--- src/hw/rtl/fqau_pkg.sv ---
`default_nettype none

package fqau_pkg;

    localparam int DATA_W    = 32;
    localparam int HALF_W    = DATA_W / 2;
    localparam int CFG_W     = 31;
    localparam int FRAC_BITS = 27;

    localparam logic [DATA_W-1:0] ONE_Q        = DATA_W'(1) << FRAC_BITS;
    localparam logic [DATA_W-1:0] HALF_Q       = DATA_W'(1) << (FRAC_BITS - 1);
    localparam logic [DATA_W-1:0] THREE_HALF_Q = DATA_W'(3) << (FRAC_BITS - 1);
    localparam logic [DATA_W-1:0] RND_LO       = DATA_W'(1) << (FRAC_BITS - 1);
    localparam logic [DATA_W-1:0] RND_MID      = DATA_W'(16);
    localparam int SHIFT_MID = FRAC_BITS - HALF_W;
    localparam int SHIFT_HI  = DATA_W - FRAC_BITS;

    localparam logic [CFG_W-1:0] ROT_COS_RESET = CFG_W'(134217593);
    localparam logic [CFG_W-1:0] ROT_SIN_RESET = CFG_W'(117037);

    typedef logic [0:0] cfg_idx_t;
    localparam cfg_idx_t CFG_ROT_COS = 1'b0;
    localparam cfg_idx_t CFG_ROT_SIN = 1'b1;

    localparam int PROG_LEN = 39;
    localparam int PC_W     = $clog2(PROG_LEN);
    typedef logic [PC_W-1:0] pc_t;

    typedef enum logic [4:0] {
        SRC_B0, SRC_B1, SRC_B2, SRC_B3,
        SRC_KX, SRC_KY, SRC_KZ,
        SRC_D0, SRC_D1, SRC_D2, SRC_D3,
        SRC_P1, SRC_P2, SRC_NORM, SRC_HALF, SRC_COS, SRC_SIN
    } src_t;

    typedef enum logic [3:0] {
        DST_NONE, DST_NORM,
        DST_D0, DST_D1, DST_D2, DST_D3,
        DST_P0, DST_P1, DST_P2, DST_P3,
        DST_B1, DST_B2
    } dst_t;

    typedef enum logic [1:0] {
        ACC_LOAD, ACC_ADD, ACC_SUB, ACC_RSUB
    } acc_op_t;

    typedef enum logic [1:0] {
        SEQ_NEXT, SEQ_WAIT, SEQ_COMMIT
    } seq_t;

    typedef struct packed {
        logic    issue;
        src_t    src_a;
        src_t    src_b;
        acc_op_t acc;
        dst_t    dst;
        seq_t    seq;
    } ucode_t;

    localparam ucode_t UC_NOP = '{1'b0, SRC_B0, SRC_B0, ACC_LOAD, DST_NONE, SEQ_NEXT};

    function automatic ucode_t uop(input src_t a, input src_t b, input acc_op_t acc,
                                   input dst_t dst);
        ucode_t u;
        u = '{1'b1, a, b, acc, dst, SEQ_NEXT};
        return u;
    endfunction

    function automatic ucode_t ucode_rom(input pc_t pc);
        ucode_t u;
        u = UC_NOP;
        case (pc)
            6'd0:  u = '{1'b0, SRC_B0, SRC_B0, ACC_LOAD, DST_NONE, SEQ_WAIT};
            6'd1:  u = uop(SRC_B0, SRC_B0, ACC_LOAD, DST_NONE);
            6'd2:  u = uop(SRC_B1, SRC_B1, ACC_ADD, DST_NONE);
            6'd3:  u = uop(SRC_B2, SRC_B2, ACC_ADD, DST_NONE);
            6'd4:  u = uop(SRC_B3, SRC_B3, ACC_ADD, DST_NONE);
            6'd5:  u = uop(SRC_KX, SRC_KX, ACC_ADD, DST_NONE);
            6'd6:  u = uop(SRC_KY, SRC_KY, ACC_ADD, DST_NONE);
            6'd7:  u = uop(SRC_KZ, SRC_KZ, ACC_ADD, DST_NORM);
            6'd10: u = uop(SRC_HALF, SRC_NORM, ACC_RSUB, DST_D0);
            6'd13: u = uop(SRC_KX, SRC_D0, ACC_LOAD, DST_D1);
            6'd14: u = uop(SRC_KY, SRC_D0, ACC_LOAD, DST_D2);
            6'd15: u = uop(SRC_KZ, SRC_D0, ACC_LOAD, DST_D3);
            6'd16: u = uop(SRC_B0, SRC_D0, ACC_LOAD, DST_NONE);
            6'd17: u = uop(SRC_B1, SRC_D1, ACC_SUB, DST_NONE);
            6'd18: u = uop(SRC_B2, SRC_D2, ACC_SUB, DST_NONE);
            6'd19: u = uop(SRC_B3, SRC_D3, ACC_SUB, DST_P0);
            6'd20: u = uop(SRC_B0, SRC_D1, ACC_LOAD, DST_NONE);
            6'd21: u = uop(SRC_B1, SRC_D0, ACC_ADD, DST_NONE);
            6'd22: u = uop(SRC_B2, SRC_D3, ACC_ADD, DST_NONE);
            6'd23: u = uop(SRC_B3, SRC_D2, ACC_SUB, DST_P1);
            6'd24: u = uop(SRC_B0, SRC_D2, ACC_LOAD, DST_NONE);
            6'd25: u = uop(SRC_B2, SRC_D0, ACC_ADD, DST_NONE);
            6'd26: u = uop(SRC_B3, SRC_D1, ACC_ADD, DST_NONE);
            6'd27: u = uop(SRC_B1, SRC_D3, ACC_SUB, DST_P2);
            6'd28: u = uop(SRC_B0, SRC_D3, ACC_LOAD, DST_NONE);
            6'd29: u = uop(SRC_B3, SRC_D0, ACC_ADD, DST_NONE);
            6'd30: u = uop(SRC_B1, SRC_D2, ACC_ADD, DST_NONE);
            6'd31: u = uop(SRC_B2, SRC_D1, ACC_SUB, DST_P3);
            6'd32: u = uop(SRC_P1, SRC_COS, ACC_LOAD, DST_NONE);
            6'd33: u = uop(SRC_P2, SRC_SIN, ACC_SUB, DST_B1);
            6'd34: u = uop(SRC_P2, SRC_COS, ACC_LOAD, DST_NONE);
            6'd35: u = uop(SRC_P1, SRC_SIN, ACC_ADD, DST_B2);
            6'd38: u = '{1'b0, SRC_B0, SRC_B0, ACC_LOAD, DST_NONE, SEQ_COMMIT};
            default: u = UC_NOP;
        endcase
        return u;
    endfunction

endpackage

`default_nettype wire

--- src/hw/rtl/fixed_quaternion_attitude_update.sv ---
// Channel  Handshake            Payload
// cfg      cfg_we               cfg_index, cfg_data
// in       in_valid, in_stall   rate_roll, rate_yaw, rate_pitch
// out      out_valid, out_stall quat_w, quat_x, quat_y, quat_z
//
// An input is accepted only at the waiting step, so no new input is taken before the
// result commits: 31 products pass one shared two-stage multiplier, from issue through
// the s1 and s2 registers into the register that the operand mux reads.
// The next input is accepted once the result sits in the output register.
// A stalled result holds the sequencer at its last step.
// Reset loads the attitude with one and zeros and the rotation registers.
`default_nettype none

module fixed_quaternion_attitude_update (
    input  logic                            clk,
    input  logic                            rst_n,
    input  logic                            cfg_we,
    input  fqau_pkg::cfg_idx_t              cfg_index,
    input  logic [fqau_pkg::CFG_W-1:0]      cfg_data,
    input  logic                            in_valid,
    output logic                            in_stall,
    input  logic signed [fqau_pkg::DATA_W-1:0] rate_roll,
    input  logic signed [fqau_pkg::DATA_W-1:0] rate_yaw,
    input  logic signed [fqau_pkg::DATA_W-1:0] rate_pitch,
    output logic                            out_valid,
    input  logic                            out_stall,
    output logic signed [fqau_pkg::DATA_W-1:0] quat_w,
    output logic signed [fqau_pkg::DATA_W-1:0] quat_x,
    output logic signed [fqau_pkg::DATA_W-1:0] quat_y,
    output logic signed [fqau_pkg::DATA_W-1:0] quat_z
);
    import fqau_pkg::*;

    pc_t    pc_reg, pc_next;
    ucode_t uc;
    logic   in_fire, out_free, commit;

    logic [CFG_W-1:0]  cos_reg, sin_reg;
    logic [DATA_W-1:0] b0_reg, b1_reg, b2_reg, b3_reg;
    logic [DATA_W-1:0] kx_reg, ky_reg, kz_reg, norm_reg;
    logic [DATA_W-1:0] d0_reg, d1_reg, d2_reg, d3_reg;
    logic [DATA_W-1:0] p0_reg, p1_reg, p2_reg, p3_reg;
    logic [DATA_W-1:0] acc_reg, acc_next;
    logic              out_valid_reg;
    logic [DATA_W-1:0] qw_reg, qx_reg, qy_reg, qz_reg;

    logic [DATA_W-1:0] op_a, op_b, mag_a, mag_b;
    logic [HALF_W-1:0] a_lo, a_hi, b_lo, b_hi;
    logic [DATA_W-1:0] ll_next, hl_next, lh_next, hh_next;

    logic              s1_valid_reg, s1_neg_reg;
    acc_op_t           s1_acc_reg;
    dst_t              s1_dst_reg;
    logic [DATA_W-1:0] s1_ll_reg, s1_hl_reg, s1_lh_reg, s1_hh_reg;

    logic [DATA_W-1:0] t_ll, t_hl, t_lh, r_sum, prod_next;
    logic              s2_valid_reg;
    acc_op_t           s2_acc_reg;
    dst_t              s2_dst_reg;
    logic [DATA_W-1:0] s2_prod_reg;

    assign uc       = ucode_rom(pc_reg);
    assign in_stall = (uc.seq != SEQ_WAIT);
    assign in_fire  = in_valid && !in_stall;
    assign out_free = !out_valid_reg || !out_stall;
    assign commit   = (uc.seq == SEQ_COMMIT) && out_free;

    assign out_valid = out_valid_reg;
    assign quat_w    = qw_reg;
    assign quat_x    = qx_reg;
    assign quat_y    = qy_reg;
    assign quat_z    = qz_reg;

    always_comb
    begin
        case (uc.seq)
            SEQ_WAIT:   pc_next = in_fire ? pc_reg + PC_W'(1) : pc_reg;
            SEQ_NEXT:   pc_next = pc_reg + PC_W'(1);
            SEQ_COMMIT: pc_next = out_free ? '0 : pc_reg;
            default:    pc_next = '0;
        endcase
    end

    function automatic logic [DATA_W-1:0] pick(input src_t s,
        input logic [DATA_W-1:0] b0, input logic [DATA_W-1:0] b1,
        input logic [DATA_W-1:0] b2, input logic [DATA_W-1:0] b3,
        input logic [DATA_W-1:0] kx, input logic [DATA_W-1:0] ky,
        input logic [DATA_W-1:0] kz, input logic [DATA_W-1:0] d0,
        input logic [DATA_W-1:0] d1, input logic [DATA_W-1:0] d2,
        input logic [DATA_W-1:0] d3, input logic [DATA_W-1:0] p1,
        input logic [DATA_W-1:0] p2, input logic [DATA_W-1:0] nrm,
        input logic [CFG_W-1:0] rc, input logic [CFG_W-1:0] rs);
        logic [DATA_W-1:0] v;
        case (s)
            SRC_B0:   v = b0;
            SRC_B1:   v = b1;
            SRC_B2:   v = b2;
            SRC_B3:   v = b3;
            SRC_KX:   v = kx;
            SRC_KY:   v = ky;
            SRC_KZ:   v = kz;
            SRC_D0:   v = d0;
            SRC_D1:   v = d1;
            SRC_D2:   v = d2;
            SRC_D3:   v = d3;
            SRC_P1:   v = p1;
            SRC_P2:   v = p2;
            SRC_NORM: v = nrm;
            SRC_HALF: v = HALF_Q;
            SRC_COS:  v = DATA_W'(rc);
            SRC_SIN:  v = DATA_W'(rs);
            default:  v = '0;
        endcase
        return v;
    endfunction

    // issue: sign-magnitude split and partial products
    always_comb
    begin
        op_a = pick(uc.src_a, b0_reg, b1_reg, b2_reg, b3_reg, kx_reg, ky_reg, kz_reg,
                    d0_reg, d1_reg, d2_reg, d3_reg, p1_reg, p2_reg, norm_reg,
                    cos_reg, sin_reg);
        op_b = pick(uc.src_b, b0_reg, b1_reg, b2_reg, b3_reg, kx_reg, ky_reg, kz_reg,
                    d0_reg, d1_reg, d2_reg, d3_reg, p1_reg, p2_reg, norm_reg,
                    cos_reg, sin_reg);
        mag_a = op_a[DATA_W-1] ? ('0 - op_a) : op_a;
        mag_b = op_b[DATA_W-1] ? ('0 - op_b) : op_b;
        a_lo  = mag_a[HALF_W-1:0];
        a_hi  = mag_a[DATA_W-1:HALF_W];
        b_lo  = mag_b[HALF_W-1:0];
        b_hi  = mag_b[DATA_W-1:HALF_W];
        ll_next = a_lo * b_lo;
        hl_next = a_hi * b_lo;
        lh_next = b_hi * a_lo;
        hh_next = a_hi * b_hi;
    end

    // combine partial products with rounding, restore sign
    always_comb
    begin
        t_ll  = s1_ll_reg + RND_LO;
        t_hl  = s1_hl_reg + RND_MID;
        t_lh  = s1_lh_reg + RND_MID;
        r_sum = (t_ll >> FRAC_BITS) + (t_hl >> SHIFT_MID) + (t_lh >> SHIFT_MID)
              + (s1_hh_reg << SHIFT_HI);
        prod_next = s1_neg_reg ? ('0 - r_sum) : r_sum;
    end

    always_comb
    begin
        case (s2_acc_reg)
            ACC_LOAD: acc_next = s2_prod_reg;
            ACC_ADD:  acc_next = acc_reg + s2_prod_reg;
            ACC_SUB:  acc_next = acc_reg - s2_prod_reg;
            ACC_RSUB: acc_next = THREE_HALF_Q - s2_prod_reg;
            default:  acc_next = s2_prod_reg;
        endcase
    end

    always_ff @(posedge clk or negedge rst_n)
    begin
        if (!rst_n)
        begin
            pc_reg        <= '0;
            s1_valid_reg  <= 1'b0;
            s2_valid_reg  <= 1'b0;
            out_valid_reg <= 1'b0;
            cos_reg       <= ROT_COS_RESET;
            sin_reg       <= ROT_SIN_RESET;
            b0_reg        <= ONE_Q;
            b1_reg        <= '0;
            b2_reg        <= '0;
            b3_reg        <= '0;
        end
        else
        begin
            pc_reg       <= pc_next;
            s1_valid_reg <= uc.issue;
            s2_valid_reg <= s1_valid_reg;
            if (cfg_we && cfg_index == CFG_ROT_COS)
                cos_reg <= cfg_data;
            if (cfg_we && cfg_index == CFG_ROT_SIN)
                sin_reg <= cfg_data;
            if (s2_valid_reg && s2_dst_reg == DST_B1)
                b1_reg <= acc_next;
            if (s2_valid_reg && s2_dst_reg == DST_B2)
                b2_reg <= acc_next;
            if (commit)
            begin
                b0_reg        <= p0_reg;
                b3_reg        <= p3_reg;
                out_valid_reg <= 1'b1;
            end
            else if (!out_stall)
                out_valid_reg <= 1'b0;
        end
    end

    always_ff @(posedge clk)
    begin
        if (in_fire)
        begin
            kx_reg <= rate_roll;
            ky_reg <= rate_yaw;
            kz_reg <= rate_pitch;
        end
        s1_neg_reg  <= op_a[DATA_W-1] ^ op_b[DATA_W-1];
        s1_acc_reg  <= uc.acc;
        s1_dst_reg  <= uc.dst;
        s1_ll_reg   <= ll_next;
        s1_hl_reg   <= hl_next;
        s1_lh_reg   <= lh_next;
        s1_hh_reg   <= hh_next;
        s2_acc_reg  <= s1_acc_reg;
        s2_dst_reg  <= s1_dst_reg;
        s2_prod_reg <= prod_next;
        if (s2_valid_reg)
        begin
            acc_reg <= acc_next;
            case (s2_dst_reg)
                DST_NORM: norm_reg <= acc_next;
                DST_D0:   d0_reg   <= acc_next;
                DST_D1:   d1_reg   <= acc_next;
                DST_D2:   d2_reg   <= acc_next;
                DST_D3:   d3_reg   <= acc_next;
                DST_P0:   p0_reg   <= acc_next;
                DST_P1:   p1_reg   <= acc_next;
                DST_P2:   p2_reg   <= acc_next;
                DST_P3:   p3_reg   <= acc_next;
                default:  ;
            endcase
        end
        if (commit)
        begin
            qw_reg <= p0_reg;
            qx_reg <= b1_reg;
            qy_reg <= b2_reg;
            qz_reg <= p3_reg;
        end
    end

endmodule

`default_nettype wire

--- config.mk ---
export PLATFORM = sky130hd
export DESIGN_NAME = fixed_quaternion_attitude_update
export DESIGN_NICKNAME = d
export VERILOG_FILES = /design/src/hw/rtl/fqau_pkg.sv /design/src/hw/rtl/fixed_quaternion_attitude_update.sv
export SDC_FILE = /design/constraint.sdc
export NUM_CORES = 2
export LEC_CHECK = 0
export BUFFER_PORTS_ARGS = -buffer_cell sky130_fd_sc_hd__buf_4
export CORE_ASPECT_RATIO = 2
export CORE_MARGIN = 2
export CORE_UTILIZATION = 58
export DETAILED_ROUTE_END_ITERATION = 10
export PLACE_DENSITY = 0.85
export SKIP_LAST_GASP = 1
export SLEW_MARGIN = 20
export SYNTH_ARGS = -nofsm -noshare
export SYNTH_HDL_FRONTEND = slang
export SYNTH_SLANG_ARGS = --single-unit
--- constraint.sdc ---
create_clock -name clk -period 10.1 [get_ports clk]
set_input_delay 2.02 -clock clk [delete_from_list [all_inputs] [get_ports clk]]
set_output_delay 2.02 -clock clk [all_outputs]
set_load 0.05 [all_outputs]
==> metrics, run 1 <==
status aborted with a tool error; Halt Stage 5_1_grt; Halt Reason [ERROR GRT-0232] Routing congestion too high. Check the congestion heatmap in the GUI.; clk sinks 877; Final HPWL DP 280 mm; Top FF cell, synth edfxtp_1; TritonCTS buffer count 80; GRT Total Usage 62.2%; area leader, netlist edfxtp_1; H-tree Lvls 3; Synth Net Count 8859; pin count of the biggest net entering global routing 101; gr ovfl total 12; ys async rst share 22.7%; Yosys warning count 0; average size of a mapped cell 9.93 um2; flops & latches, synth 877; post-synth top area share 22.1%; FP Rows 185; CTS Root Cell clkbuf_16; Distinct cells, synth 129; Synth Cell Area 0.0741 mm2; Worst EP kind sequential cell input; die width 257 um; number of port buffers 262; Initial Utilization 58.4%; Mapped Cells 7456; register area share after synthesis 32.5%; GR repair worst EP s1_hh_reg[23]$_DFF_P_/D; CTS max path bufs 3; EDFF count, synth 544; I/O Pins 263; gp weighted congestion 1.24; Area contributors post-synth edfxtp_1 (22%), fa_1 (21%), ha_1 (8.1%); Die Ht 509 um
## what timing repair did
action | in CTS
setup endpoints to repair | 54
setup buffers | 128
resized for setup | 344
pin swaps | 183
hold buffers | 0
gates cloned | 1
## per-stage QoR
step | area [um2] | hold WS (ns) | instances | setup WS (ns)
global placement | 87700 | 0.314 | 10300 | -1.82
detailed placement | 87700 | 0.317 | 10300 | -1.39
CTS | 93200 | 0.335 | 10600 | -0.168
floorplan | 74100 | 0.310 | 7456 | -0.0368
## cell families after synthesis
kind of cell	Yosys count	synth area share, %
AO/OA/AOI/OAI	1022	9.89
XOR/XNOR	328	3.91
adder cells (fa/ha/maj)	1270	29.5
buffers and inverters	1402	7.29
flip-flops	877	32.5
multiplexers	160	2.34
AND/OR/NAND/NOR	2397	14.6
## synth_stat cells, drive strengths merged, types with 44 or more instances
| cell type | instances |
|---|---|
| xor2 | 95 |
| nor3 | 74 |
| nor2b | 44 |
| nand3 | 164 |
| nand2 | 1183 |
| o21bai | 47 |
| mux2 | 81 |
| and2 | 150 |
| o21ai | 171 |
| edfxtp | 544 |
| and3 | 62 |
| xnor2 | 232 |
| mux2i | 77 |
| dfxtp | 134 |
| inv | 1064 |
| a21oi | 246 |
| nor2 | 475 |
| buf | 75 |
| fa | 791 |
| clkbuf | 258 |
| dfrtp | 165 |
| a22oi | 99 |
| nand4 | 59 |
| ha | 479 |
| nand2b | 48 |
## layer usage
layer	GRT usage, %	overflow
met1	58.1	0
met2	90.6	2
met3	32.2	1
met4	72.6	9
met5	4.82	0
==> run 2, diff against run 1 <==
--- a/config.mk
+++ b/config.mk
@@ -6,11 +6,10 @@
 export NUM_CORES = 2
 export LEC_CHECK = 0
 export BUFFER_PORTS_ARGS = -buffer_cell sky130_fd_sc_hd__buf_4
-export CORE_ASPECT_RATIO = 2
 export CORE_MARGIN = 2
-export CORE_UTILIZATION = 58
+export CORE_UTILIZATION = 40
 export DETAILED_ROUTE_END_ITERATION = 10
-export PLACE_DENSITY = 0.85
+export PLACE_DENSITY_LB_ADDON = 0.15
 export SKIP_LAST_GASP = 1
 export SLEW_MARGIN = 20
 export SYNTH_ARGS = -nofsm -noshare
==> constraint.sdc (replaced) <==
create_clock -name clk -period 13.1 [get_ports clk]
set_input_delay 2.62 -clock clk [delete_from_list [all_inputs] [get_ports clk]]
set_output_delay 2.62 -clock clk [all_outputs]
set_load 0.05 [all_outputs]
==> run 2 against run 1 <==
  * The run now ends clean
  * Synthesized cell count is the same
  * Synthesized area is the same
==> metrics, run 2 <==
status completed; FP Rows 157 (-15%); drt wl/cell 29.3 um; area leader, netlist edfxtp_1; Max Cap Violations 0; flops & latches, synth 877 (unchanged); Distinct cells, synth 129 (unchanged); Clock Latency Late Sink 0.82 ns; most used cell, CP a21oi_1; final setup violating endpoints 0; setup TNS 0 ns; Setup Crit Path Kind flip-flop to flip-flop; vias per cell 5.72; antenna-violating nets left 0; fin nets 9204; Slew Limit Fails 0; synth cell count leaders nand2_1 (1182), inv_1 (1060), fa_1 (791); die width 434 um (+69%); crit share post-route 95.1%; RR Startpoint pc_reg[0]; worst min path class flip-flop to flip-flop; final hold viol count 0; Max-slew headroom 16.5%; adder-cell share of the synthesized area 29.5% (unchanged); WL final 304 mm; crit path launch type flip-flop; TritonCTS buffer count 102 (+28%); CTS max path bufs 3 (unchanged); pin count of the biggest net entering global routing 86; clock skew 0.125 ns; most common cell in the netlist nand2_1; Mapped Cells 7456 (unchanged); RSZ-0062 raised after global routing false; Top FF cell, synth edfxtp_1; DRC 0; GRT Total Usage 32.3%; share of cells above drive strength 1 13.6%; fmax 0.0803 GHz; clk sinks 877 (unchanged); Setup crit end kind flip-flop; Tightest Pin Transition 1.25 ns; Synth Net Count 8859 (unchanged); first-pass GRT wire length 435 mm; ys async rst share 22.7% (unchanged); EDFF count, synth 544 (unchanged); Die Ht 434 um (-15%); I/O Pins 263 (unchanged); Initial Utilization 40.4% (-18 points); CTS Root Cell clkbuf_16; vias in the first global route 60100; fin crit period 12.46 ns; number of port buffers 262 (unchanged); H-tree Lvls 3 (unchanged); WP data required 13.74 ns; CTS tree yes; Synth Area in Simple Gates 14.6% (unchanged); Critical Path Source pc_reg[0]; Compound-Gate Fraction of Synth Area 9.89% (unchanged); register area share after synthesis 32.5% (unchanged); hold path startpoint s1_acc_reg[1]; DRT iter0 DRCs 6322; critical path's largest stage delay 0.81 ns; post-synth top area share 22.1% (unchanged); average size of a mapped cell 9.93 um2 (unchanged); Die ar. 0.189 mm2; # hold bufs at CTS 0 (unchanged); Yosys warning count 0 (unchanged); most frequent cells in the layout nand2_1 (1182), inv_1 (1060), fa_1 (791), buf_4 (567), edfxtp_1 (544); commonest non-fill, non-tap cell in the layout nand2_1; gr ovfl total 0; drt pass-1 iters 10; largest family of logic cells by synthesized area adder cells; Critical-path top delay cell xor2_1; Area contributors post-synth edfxtp_1 (22%), fa_1 (21%), ha_1 (8.1%); post-synthesis xor/xnor area fraction 3.91% (unchanged); Final HPWL DP 235 mm (-16%); synthesis-to-finish area growth 14.0%; Synth Cell Area 0.0741 mm2 (unchanged); crit-path max FO 13; gp weighted congestion 1.04 (-16%); CORE AREA 0.183 mm2; crit path DAT 13.10 ns; via count 59200; mux contribution to synthesized area 2.34% (unchanged); fillers 17700; initial antenna violation count 18; Clock transition at path regs 0.06 ns
-- run 2: critical path: cells and delay by family, from the launching register on --
kind                     cells  cell delay [ns]
AO/OA/AOI/OAI               17             4.61
XOR/XNOR                     2             0.95
adder cells (fa/ha/maj)      8             3.32
buffers and inverters        7             1.07
flip-flops                   1             0.59
multiplexers                 1             0.18
AND/OR/NAND/NOR              7             1.54
-- run 2: timing repair --
item,4_1_cts,5_1_grt
setup endpoints to repair,0,12
gates resized for setup,0,5
buffers inserted,0,4
-- run 2: cell type report --
class	instances	area (um2)	share of cell area, %
multi-input combinational	5177	45400	53.8
sequential	877	24000	28.5
timing repair buffer	574	4370	5.17
inverter	1069	4020	4.76
tap	2464	3080	3.65
clock buffer	143	2870	3.40
clock inverter	50	599	0.710
antenna	6	15.0	0.0178
-- run 2: logic make-up after synthesis --
logic type,count (synthesis)
and+or+nand+nor,2397
AOI/OAI and AO/OA,1022
buffers and inverters,1402
xor gates and xnor gates,328
adders and majority gates,1270
DFF,877
muxes,160
-- run 2: through the flow --
stage	cells	hold slack, ns	instance area, um2	utilization, %	worst slack (ns)
6_report	10400	0.328	84400	46.0	0.641
4_1_cts	10400	0.330	84300	46.0	0.566
2_1_floorplan	7456	0.310	74100	-	2.50
3_3_place_gp	10200	0.312	80800	44.1	0.823
3_5_place_dp	10200	0.314	80900	44.1	0.681
5_1_grt	10400	0.333	84400	46.0	0.00328
-- run 2: path summary, 6_finish.rpt --
check | depth (start not counted) | slack [ns] | end
max | 42 | 0.64 | s1_hl_reg[31]
min | 0 | 0.33 | s2_acc_reg[1]
max reg2reg | 42 | 0.64 | s1_hl_reg[31]
min reg2reg | 0 | 0.33 | s2_acc_reg[1]
max in group asynchronous | 3 | 8.90 | b3_reg[28]
min in group asynchronous | 1 | 1.87 | s1_valid_reg
-- run 2: metal layers --
metal	up-vias	global-route usage (%)	share of wire, %
li1	25400	-	-
met1	30300	43.4	42
met2	2809	50.2	45
met3	662	5.79	7.9
met4	4	16.1	5.8
met5	-	0	0.0069
Power of run 2 is left out: the tool's default activity adds up to more than one toggle a clock period on the data nets, which glitch-free logic cannot reach.
